`src/design/rtte_pkg.sv`:
```
`timescale 1ns / 1ps
// ----------------------------------------------------------------------------
// rtte_pkg: shared constants and types for the RTT / retransmit timeout block
// Widths of the fixed-point state, the queue depth and the reciprocal
// constants used to split the timeout into seconds and microseconds.
// ----------------------------------------------------------------------------
package rtte_pkg;

  // Input sample and fixed-point state
  localparam int SAMPLE_W  = 26;
  localparam int FRAC_BITS = 8;
  localparam int STATE_W   = SAMPLE_W + FRAC_BITS;
  // timeout = srtt + 4 * dev stays below 2^(STATE_W+3), truncated to whole us
  localparam int TMO_W     = STATE_W + 3;
  localparam int TOTAL_W   = TMO_W - FRAC_BITS;

  // Stream widths
  localparam int IN_TDATA_W  = 32;
  localparam int SEC_W       = 9;
  localparam int MICROS_W    = 20;
  localparam int OUT_TDATA_W = 64;

  // Input queue
  localparam int QDEPTH = 4;
  localparam int QPTR_W = $clog2(QDEPTH);
  localparam int QCNT_W = QPTR_W + 1;

  // Division by 1e6 = 2^6 * 15625: shift, then multiply by reciprocal
  localparam int US_PER_SEC  = 1000000;
  localparam int DIV_SHIFT   = 6;
  localparam int T6_W        = TOTAL_W - DIV_SHIFT;
  localparam int RECIP_SHIFT = 32;
  localparam int RECIP_W     = 19;
  localparam logic [RECIP_W-1:0] RECIP = RECIP_W'((64'd1 << RECIP_SHIFT) / 64'd15625);
  localparam int PROD_W      = T6_W + RECIP_W;
  localparam int REM_W       = MICROS_W + 1;

  // Smoothed state handed from the update pipeline to the output side
  typedef struct packed {
    logic               valid;
    logic [STATE_W-1:0] srtt;
    logic [STATE_W-1:0] dev;
  } smooth_out_t;

endpackage

```
`src/design/rtte_front.sv`:
```
`timescale 1ns / 1ps
// ----------------------------------------------------------------------------
// rtte_front: input request queue
// Accepts samples from the input stream into a short queue so that the
// input side keeps taking requests while the update pipeline stalls.
// ----------------------------------------------------------------------------
module rtte_front (
  input  logic                            clk,
  input  logic                            rst_n,
  input  logic                            in_tvalid,
  output logic                            in_tready,
  input  logic [rtte_pkg::SAMPLE_W-1:0]   in_sample,
  input  logic                            adv,
  output logic                            q_valid,
  output logic [rtte_pkg::SAMPLE_W-1:0]   q_sample
);
  import rtte_pkg::*;

  logic [SAMPLE_W-1:0] mem_r [QDEPTH];
  logic [QPTR_W-1:0]   head_r, head_nxt;
  logic [QPTR_W-1:0]   tail_r, tail_nxt;
  logic [QCNT_W-1:0]   cnt_r, cnt_nxt;
  logic                push, pop;

  assign in_tready = (cnt_r != QCNT_W'(QDEPTH));
  assign q_valid   = (cnt_r != '0);
  assign q_sample  = mem_r[head_r];

  assign push = in_tvalid && in_tready;
  assign pop  = q_valid && adv;

  // Pointer and fill count
  always_comb begin
    head_nxt = pop  ? head_r + 1'b1 : head_r;
    tail_nxt = push ? tail_r + 1'b1 : tail_r;
    cnt_nxt  = cnt_r;
    if (push && !pop) begin
      cnt_nxt = cnt_r + 1'b1;
    end else if (pop && !push) begin
      cnt_nxt = cnt_r - 1'b1;
    end
  end

  always_ff @(posedge clk) begin
    if (!rst_n) begin
      head_r <= '0;
      tail_r <= '0;
      cnt_r  <= '0;
    end else begin
      head_r <= head_nxt;
      tail_r <= tail_nxt;
      cnt_r  <= cnt_nxt;
    end
  end

  // Queue storage
  always_ff @(posedge clk) begin
    if (push) begin
      mem_r[tail_r] <= in_sample;
    end
  end

  // Fill count stays within the queue
  a_cnt_range: assert property (@(posedge clk) disable iff (!rst_n)
    cnt_r <= QCNT_W'(QDEPTH))
    else $error("queue count out of range");

  // Count tracks a push without a pop
  a_cnt_track: assert property (@(posedge clk) disable iff (!rst_n)
    (push && !pop) |=> (cnt_r == $past(cnt_r) + 1'b1))
    else $error("queue count did not follow push");

endmodule

```
`src/design/rtte_smooth.sv`:
```
`timescale 1ns / 1ps
// ----------------------------------------------------------------------------
// rtte_smooth: smoothed RTT and deviation update pipeline
// Stage 1 updates the smoothed RTT, stage 2 forms |sample - srtt|, stage 3
// updates the smoothed deviation. All stages move on a common advance.
// ----------------------------------------------------------------------------
module rtte_smooth (
  input  logic                           clk,
  input  logic                           rst_n,
  input  logic                           adv,
  input  logic                           q_valid,
  input  logic [rtte_pkg::SAMPLE_W-1:0]  q_sample,
  output rtte_pkg::smooth_out_t          sm_out
);
  import rtte_pkg::*;

  logic [STATE_W-1:0] srtt_r, srtt_nxt;
  logic [STATE_W-1:0] dev_r, dev_nxt;
  logic [STATE_W-1:0] scaled;
  logic [STATE_W+2:0] rsum;
  logic [STATE_W+1:0] dsum;
  logic [STATE_W-1:0] diff;

  logic               s1_valid_r;
  logic [STATE_W-1:0] s1_samp_r;
  logic               s2_valid_r;
  logic [STATE_W-1:0] s2_diff_r;
  logic [STATE_W-1:0] s2_srtt_r;
  logic               s3_valid_r;
  logic [STATE_W-1:0] s3_srtt_r;

  // Stage 1: srtt = (7 * srtt + S) >> 3
  assign scaled   = {q_sample, {FRAC_BITS{1'b0}}};
  assign rsum     = {srtt_r, 3'b000} - {3'b000, srtt_r} + {3'b000, scaled};
  assign srtt_nxt = rsum[STATE_W+2:3];

  // Stage 2: absolute distance of the sample from the new srtt
  assign diff = (s1_samp_r >= srtt_r) ? (s1_samp_r - srtt_r) : (srtt_r - s1_samp_r);

  // Stage 3: dev = (3 * dev + diff) >> 2
  assign dsum    = {1'b0, dev_r, 1'b0} + {2'b00, dev_r} + {2'b00, s2_diff_r};
  assign dev_nxt = dsum[STATE_W+1:2];

  // Control state and averages
  always_ff @(posedge clk) begin
    if (!rst_n) begin
      srtt_r     <= '0;
      dev_r      <= '0;
      s1_valid_r <= 1'b0;
      s2_valid_r <= 1'b0;
      s3_valid_r <= 1'b0;
    end else if (adv) begin
      s1_valid_r <= q_valid;
      s2_valid_r <= s1_valid_r;
      s3_valid_r <= s2_valid_r;
      if (q_valid) begin
        srtt_r <= srtt_nxt;
      end
      if (s2_valid_r) begin
        dev_r <= dev_nxt;
      end
    end
  end

  // Stage payload
  always_ff @(posedge clk) begin
    if (adv) begin
      s1_samp_r <= scaled;
      s2_diff_r <= diff;
      s2_srtt_r <= srtt_r;
      s3_srtt_r <= s2_srtt_r;
    end
  end

  assign sm_out.valid = s3_valid_r;
  assign sm_out.srtt  = s3_srtt_r;
  assign sm_out.dev   = dev_r;

endmodule

```
`src/design/rtte_divide.sv`:
```
`timescale 1ns / 1ps
// ----------------------------------------------------------------------------
// rtte_divide: timeout sum and seconds / microseconds split
// Forms srtt + 4 * dev in whole microseconds, divides by 1e6 through a
// reciprocal multiply with one correction step and holds the result in
// the output register.
// ----------------------------------------------------------------------------
module rtte_divide (
  input  logic                               clk,
  input  logic                               rst_n,
  input  rtte_pkg::smooth_out_t              sm_out,
  output logic                               adv,
  output logic                               out_tvalid,
  input  logic                               out_tready,
  output logic [rtte_pkg::SEC_W-1:0]         out_sec,
  output logic [rtte_pkg::MICROS_W-1:0]      out_micros,
  output logic [rtte_pkg::TOTAL_W-1:0]       out_total
);
  import rtte_pkg::*;

  logic [TMO_W-1:0]    tmo;
  logic [TOTAL_W-1:0]  total;
  logic [TOTAL_W-1:0]  qmul;
  logic [TOTAL_W-1:0]  rem_full;
  logic                over;

  logic                a_valid_r;
  logic [TOTAL_W-1:0]  a_total_r;
  logic                b_valid_r;
  logic [TOTAL_W-1:0]  b_total_r;
  logic [PROD_W-1:0]   b_prod_r;
  logic                c_valid_r;
  logic [TOTAL_W-1:0]  c_total_r;
  logic [SEC_W-1:0]    c_q_r;
  logic [REM_W-1:0]    c_rem_r;
  logic                o_valid_r;
  logic [SEC_W-1:0]    o_sec_r;
  logic [MICROS_W-1:0] o_micros_r;
  logic [TOTAL_W-1:0]  o_total_r;
  logic [SEC_W-1:0]    qest;

  assign adv = !o_valid_r || out_tready;

  // Stage A: timeout in whole microseconds
  assign tmo   = {3'b000, sm_out.srtt} + {1'b0, sm_out.dev, 2'b00};
  assign total = tmo[TMO_W-1:FRAC_BITS];

  // Stage C: quotient estimate and raw remainder
  assign qest     = b_prod_r[RECIP_SHIFT +: SEC_W];
  assign qmul     = TOTAL_W'(qest * TOTAL_W'(US_PER_SEC));
  assign rem_full = b_total_r - qmul;

  // Output: estimate is low by at most one
  assign over = (c_rem_r >= REM_W'(US_PER_SEC));

  always_ff @(posedge clk) begin
    if (!rst_n) begin
      a_valid_r <= 1'b0;
      b_valid_r <= 1'b0;
      c_valid_r <= 1'b0;
      o_valid_r <= 1'b0;
    end else if (adv) begin
      a_valid_r <= sm_out.valid;
      b_valid_r <= a_valid_r;
      c_valid_r <= b_valid_r;
      o_valid_r <= c_valid_r;
    end
  end

  always_ff @(posedge clk) begin
    if (adv) begin
      a_total_r  <= total;
      b_total_r  <= a_total_r;
      b_prod_r   <= PROD_W'(a_total_r[TOTAL_W-1:DIV_SHIFT]) * PROD_W'(RECIP);
      c_total_r  <= b_total_r;
      c_q_r      <= qest;
      c_rem_r    <= rem_full[REM_W-1:0];
      o_total_r  <= c_total_r;
      o_sec_r    <= over ? c_q_r + 1'b1 : c_q_r;
      o_micros_r <= over ? MICROS_W'(c_rem_r - REM_W'(US_PER_SEC))
                         : c_rem_r[MICROS_W-1:0];
    end
  end

  assign out_tvalid = o_valid_r;
  assign out_sec    = o_sec_r;
  assign out_micros = o_micros_r;
  assign out_total  = o_total_r;

  // Remainder below one second
  a_micros_range: assert property (@(posedge clk) disable iff (!rst_n)
    o_valid_r |-> (o_micros_r < MICROS_W'(US_PER_SEC)))
    else $error("microsecond remainder out of range");

  // Seconds and remainder recombine to the total
  a_split_exact: assert property (@(posedge clk) disable iff (!rst_n)
    o_valid_r |-> ((TOTAL_W'(o_sec_r) * TOTAL_W'(US_PER_SEC) + TOTAL_W'(o_micros_r))
                   == o_total_r))
    else $error("seconds split does not match total");

endmodule

```
`src/design/rtt_retransmit_timeout_estimator.sv`:
```
`timescale 1ns / 1ps
// ----------------------------------------------------------------------------
// rtt_retransmit_timeout_estimator: Jacobson/Karels RTT estimator
// Top level: input queue, smoothing pipeline and timeout split.
// ----------------------------------------------------------------------------
// One RTT sample request in, one retransmit timeout out, at one item per
// clock cycle while the output does not stall. A sample passes a 4-entry
// input queue, three update stages (srtt, |sample - srtt|, deviation) and
// four output stages (timeout sum, reciprocal multiply, remainder,
// correction into the output register). The averages reset to zero, so the
// first timeouts are small. Back-pressure on the output stalls the
// pipeline; the queue keeps taking requests until full.
// ----------------------------------------------------------------------------
module rtt_retransmit_timeout_estimator (
  input  logic        clk,
  input  logic        rst_n,
  input  logic        in_tvalid,
  output logic        in_tready,
  input  logic [31:0] in_tdata,   // [25:0] sample_rtt_us
  output logic        out_tvalid,
  input  logic        out_tready,
  output logic [63:0] out_tdata   // [8:0] timeout_seconds, [28:9] timeout_micros,
                                  // [57:29] timeout_total_us
);
  import rtte_pkg::*;

  logic                adv;
  logic                q_valid;
  logic [SAMPLE_W-1:0] q_sample;
  smooth_out_t         sm_out;
  logic [SEC_W-1:0]    out_sec;
  logic [MICROS_W-1:0] out_micros;
  logic [TOTAL_W-1:0]  out_total;

  rtte_front u_front (
    .clk       (clk),
    .rst_n     (rst_n),
    .in_tvalid (in_tvalid),
    .in_tready (in_tready),
    .in_sample (in_tdata[SAMPLE_W-1:0]),
    .adv       (adv),
    .q_valid   (q_valid),
    .q_sample  (q_sample)
  );

  rtte_smooth u_smooth (
    .clk      (clk),
    .rst_n    (rst_n),
    .adv      (adv),
    .q_valid  (q_valid),
    .q_sample (q_sample),
    .sm_out   (sm_out)
  );

  rtte_divide u_divide (
    .clk        (clk),
    .rst_n      (rst_n),
    .sm_out     (sm_out),
    .adv        (adv),
    .out_tvalid (out_tvalid),
    .out_tready (out_tready),
    .out_sec    (out_sec),
    .out_micros (out_micros),
    .out_total  (out_total)
  );

  // Pack result fields, lowest field first, zero fill to 64 bits
  assign out_tdata = {{(OUT_TDATA_W - SEC_W - MICROS_W - TOTAL_W){1'b0}},
                      out_total, out_micros, out_sec};

endmodule
```
`config.mk`:
```
export PLATFORM = sky130hd
export DESIGN_NAME = rtt_retransmit_timeout_estimator
export DESIGN_NICKNAME = d
export VERILOG_FILES = /design/src/design/rtte_pkg.sv /design/src/design/rtte_front.sv /design/src/design/rtte_smooth.sv /design/src/design/rtte_divide.sv /design/src/design/rtt_retransmit_timeout_estimator.sv
export SDC_FILE = /design/constraint.sdc
export NUM_CORES = 2
export LEC_CHECK = 0
export ABC_AREA = 1
export BUFFER_PORTS_ARGS = -buffer_cell sky130_fd_sc_hd__buf_2
export CAP_MARGIN = 0
export CORE_ASPECT_RATIO = 1.5
export CORE_MARGIN = 4
export CORE_UTILIZATION = 45
export CTS_BUF_LIST = sky130_fd_sc_hd__clkbuf_8
export CTS_CLUSTER_SIZE = 12
export DETAILED_ROUTE_END_ITERATION = 8
export PLACE_DENSITY = 0.57
export RECOVER_POWER = 50
export SYNTH_ARGS = -nofsm -noshare
export SYNTH_HDL_FRONTEND = slang
export SYNTH_SLANG_ARGS = --single-unit
```
`constraint.sdc`:
```
create_clock -name clk -period 17.75 [get_ports clk]
set_input_delay 2.6625 -clock clk [delete_from_list [all_inputs] [get_ports clk]]
set_output_delay 2.6625 -clock clk [all_outputs]
set_load 0.05 [all_outputs]
```
Word-level counts from Yosys, hierarchy flattened --
Memories as Yosys holds them, arrays and structs flattened. A register that Yosys moved wholly into a read port is not among the register bits. Index checks and enable logic that the tools add are counted.
Storage, ports and cells: bits in registers 426, memory bits (writable) 104, input bits 36, output and inout port bits 66, logic and storage cells 66, memories kept 1
Cells by class: add/sub/neg operators 14, $mul 2, order comparisons 2, eq/ne operators 1, mux-type cells 9, reduce and logical (&&, ||, !) cells 12
Memory list:
- u_front.mem_r | depth 4, width 26, read ports 1, clocked after Yosys merged registers in 1, wr ports 1, RTL line rtte_front.sv:19 | logic [SAMPLE_W-1:0] mem_r [QDEPTH];
Operators with widths (number):
- $sub 34x34->34 | 2
- $mul 23x19->41 const B | 1
- $add 34x36->37 | 1
- $add 37x34->37 | 1
- $sub 37x34->37 | 1
- $add 35x34->36 | 1
- $add 36x34->36 | 1
- $ge 34x34->1 | 1
- $mux 34 | 1
- $ge 21x20->1 const B | 1
- $sub 21x21->21 | 1
- $mux 20 | 1
- $sub 20x20->20 const B | 1
- $mul 9x14->15 const B | 1
- $add 9x1->9 const B | 1
- $mux 9 | 1
- $mux 3 | 2
- $add 2x1->2 const B | 2
- $logic_and 1x1->1 | 4
- $mux 2 | 2
- $reduce_and 2->1 | 2
- $add 3x1->3 const B | 1
- $logic_not 1->1 | 3
- $ne 3x3->1 const B | 1
- 5 further kinds | 6

Logic depth before layout (Yosys ltp) --
word-level depth 6, mapped depth 24, mapped depth without buffers 24

Modules after synthesis --
From an unflattened synthesis, not the netlist that was laid out.
Second synthesis, totals: cells, all modules 4583, area total of the unflattened synthesis 38739.7 sq um
By module, submodules not included:
- rtte_divide | times used 1, cells each 1908, area each 17510.5 sq um, seq. area each 5245.0 sq um
- rtte_smooth | times used 1, cells each 2349, area each 16857.4 sq um, seq. area each 5235.0 sq um
- rtte_front | times used 1, cells each 319, area each 4322.9 sq um, seq. area each 3303.2 sq um
- rtt_retransmit_timeout_estimator | times used 1, cells each 7, area each 48.8 sq um, seq. area each 0.0 sq um

Worst setup path before layout --
No wires, ideal clock.
kind input to register, start input out_tready, end register u_smooth.dev_r[13], library setup time 0.116 ns, arrival 10.582 ns, required time 17.634 ns, setup slack 7.052 ns, cell stages on the path 8, path buffers 1, cells stage by stage nor2_2 inv_1 nand2_1 inv_2 clkbuf_1 nand3_1 o211ai_1 inv_1
On the way: word-level cells in the longest chain between the ends 2
Ends and longest elaborated chain:
- start: declaration | RTL line rtt_retransmit_timeout_estimator.sv:21 | input logic out_tready,
- $logic_or 1x1->1 | RTL line rtte_divide.sv:42 | assign adv = !o_valid_r || out_tready;
- $reduce_and 2->1 (no line)
- end signal: assignment | RTL line rtte_smooth.sv:60 | dev_r <= dev_nxt;
- end: declaration | RTL line rtte_smooth.sv:18 | logic [STATE_W-1:0] dev_r, dev_nxt;
No other way between the ends. A chain may end at the register's enable or synchronous reset.

Worst setup path in the final report --
start input out_tready, end register u_smooth.dev_r[16]
The elaborated chain is that of the path after synthesis.

==> metrics <==
commonest non-fill, non-tap cells in the layout=862 x nand2_1, 783 x inv_1, 400 x edfxtp_1; Core Box Area=between 80000 and 90000 um^2; final slew viol count=314; RSZ-0062 raised after global routing=no; Final setup viols=0; sequential share of the synthesized area=36.5%; CTS clock-pin slew for the worst setup and hold paths=0.06 ns; WL per Instance=19.0 um; Worst-Skew Late Latency=0.74 ns; Buffers on Ports=89; Post-synth top flop=edfxtp_1; critical path capture point type=register; RD Place Congestion=0.973; final-report hold violation count=0; Gate Count Post-Synth=around 4300; CP Buf/Inv Count=4; Fillers=between 8000 and 9000; critical path's slowest cell=clkinvlp_2; vias in the first global route=between 20000 and 30000; worst endpoint required time=18.36 ns; post-CTS sizing=0; Hold Startpoint=u_divide.b_total_r[27]$_DFFE_PN_; Initial DRC Count=about 1200; Critical Path Source Type=primary input; delay-heaviest family, CP=buffers and inverters; Worst EP arrival=9.86 ns; max cap viols=8; most used cell, CP=nor2_1; global route total overflow=0; Die X=between 200 and 250 um; violated checks=max-capacitance violations, max-slew violations; synthesized area=37500 um^2; post-synthesis compound-gate area fraction=between 10% and 20%; f_max=108 MHz; Worst Hold Class=reg2reg; crit path cell chain=buf_2 > nor2_1 > clkinvlp_2 > nand2_1 > inv_2 > nor2_1 > nor2_1 > o21ai_0 > inv_1; share of layout cells above drive strength 1=under 10%; status=finished with violations; die area=between 80000 and 90000 um^2; register area=13700 um^2; Nets=just over 5000; Post-synth EDFFs=400; Ys Warns=0; clk root buf=clkbuf_8; DRC=0; Synth Area in Simple Gates=16.8%; 1st-pass router iterations=9; final wirelength=106 mm; Adder-Cell Fraction of Synth Area=23.4%; Antenna Nets Post-Route=0; CTS Buf Count=80; first-pass GRT wire length=162 mm; initial antenna violation count=2; Worst-Margin Slew=between 3 and 4 ns; Crit Path Max Fanout=87; setup TNS=0 ns; asr flop ratio synth=0%; Vias per Instance=5.11; commonest non-fill, non-tap cell in the layout=nand2_1; CTS tree=done; clk_skew=0.0308 ns; largest family of logic cells by synthesized area=adder cells; Cell Rows=approximately 130; htree depth=3; number of distinct library cells after synthesis=54; DR vias=roughly 29000; reg2reg start=u_divide.out_tvalid$_SDFFE_PN0N_; largest net degree at the start of global routing=just under 90; multiplexer share of the synthesized area=0%; multi-input logic area=20500 um^2; Avg Inst Size Synth=8.73 um^2; beginning of the critical path=out_tready; Slew headroom=-151%; Setup Fix Bufs, Post-CTS=0; dpl hpwl=87.4 mm; GR Util All Layers=24.0%; Worst Path Class, Setup=in2reg; CTS Hold Bufs=0; Tmin final=between 9 and 10 ns; Slowest Stage Delay on Critical Path=2.98 ns; Ports=102; Period Utilization, post-route=52.1%; Yosys reg bits=484; Area growth, synth to finish=8.38%; xor/xnor cell area share of the yosys netlist=4.08%; CTS Buffer Depth=3; die height=around 360 um; CTS sink count=484; Initial Utilization=45.4%
==> registers in the layout, summed over array words and instances, names as in the netlist, 3 cells and up, named ones only <==
signal	flops
u_front.mem_r	104
u_smooth.dev_r	34
u_smooth.srtt_r	34
u_smooth.s2_diff_r	33
u_smooth.s2_srtt_r	33
u_smooth.s3_srtt_r	32
u_divide.a_total_r	29
u_divide.out_total	29
u_divide.b_total_r	27
u_smooth.s1_samp_r	26
u_divide.c_total_r	23
u_divide.c_rem_r	21
u_divide.out_micros	14
u_divide.b_prod_r	11
u_divide.c_q_r	9
u_divide.out_sec	9
u_front.cnt_r	3
==> stage by stage <==
| stage | cells | hold slack [ns] | util, % | setup slack [ns] | area [um^2] |
|---|---|---|---|---|---|
| 4_1_cts | 5590 | 0.404 | 49.4 | 12.00 | 40800 |
| 2_1_floorplan | 4306 | 0.400 | - | 7.05 | 37600 |
| 6_report | 5592 | 0.406 | 49.2 | 8.50 | 40700 |
| 3_5_place_dp | 5444 | 0.405 | 47.3 | 12.00 | 39100 |
| 5_1_grt | 5591 | 0.405 | 49.2 | 7.66 | 40700 |
| 3_3_place_gp | 5444 | 0.401 | 47.3 | 12.02 | 39100 |
==> path summary, 6_finish.rpt <==
kind                                       to  slack, ns  depth (start not counted)
min reg2reg  u_divide.c_total_r[27]$_DFFE_PN_       0.41                          0
max reg2reg   u_smooth.dev_r[16]$_SDFFE_PN0P_      10.17                          9
min          u_divide.c_total_r[27]$_DFFE_PN_       0.41                          0
max           u_smooth.dev_r[16]$_SDFFE_PN0P_       8.50                          9
==> layout make-up <==
type                       instances  share of cell area (%)
inverter                         773                    7.14
sequential                       484                    33.6
antenna                            2                  0.0123
tap                             1113                    3.42
clock buffer                      81                    2.74
timing repair buffer             105                    1.25
multi-input combinational       2969                    50.3
clock inverter                    65                    1.47
==> Yosys cell counts (9+ instances only) <==
cell | count | area share [%]
o21ai_1 | 27 | 0.36
o21bai_1 | 27 | 0.54
a21oi_1 | 314 | 4.2
a32oi_1 | 26 | 0.61
clkbuf_1 | 37 | 0.37
edfxtp_1 | 400 | 32
a31oi_1 | 10 | 0.17
nand3_1 | 192 | 2.6
o211ai_1 | 12 | 0.24
nand4_1 | 41 | 0.68
fa_1 | 193 | 10
nor3_1 | 31 | 0.41
buf_4 | 26 | 0.52
nor4_1 | 9 | 0.15
buf_2 | 10 | 0.13
o21ai_0 | 170 | 2.3
nand2_1 | 859 | 8.6
a21o_1 | 36 | 0.72
nor2_1 | 343 | 3.4
xor2_1 | 125 | 2.9
o21a_1 | 18 | 0.36
xnor2_1 | 50 | 1.2
ha_1 | 393 | 13
nand2_2 | 9 | 0.15
dfxtp_1 | 84 | 4.5
inv_1 | 766 | 7.7
==> logic make-up (layout without fill, tap and decap cells) <==
kind of cell / count (synthesis) / count (layout)
AO/OA/AOI/OAI: 680 / 680
other: 1 / 8
flip-flops: 484 / 484
adder cells (fa/ha/maj): 586 / 586
AND/OR/NAND/NOR: 1522 / 1522
XOR/XNOR: 175 / 175
buffers and inverters: 853 / 1024
==> layer usage <==
layer | part of all wire, % | vias to the layer above | global-route usage, %
met5 | 0 | - | 0
met4 | 8.6 | 0 | 17.6
met3 | 2.5 | 316 | 2.68
met2 | 56 | 559 | 48.1
met1 | 33 | 13363 | 21.9
li1 | - | 14338 | -
Power is not shown: default switching activity piles up to over one toggle a cycle in this logic, so the estimate is an artifact.
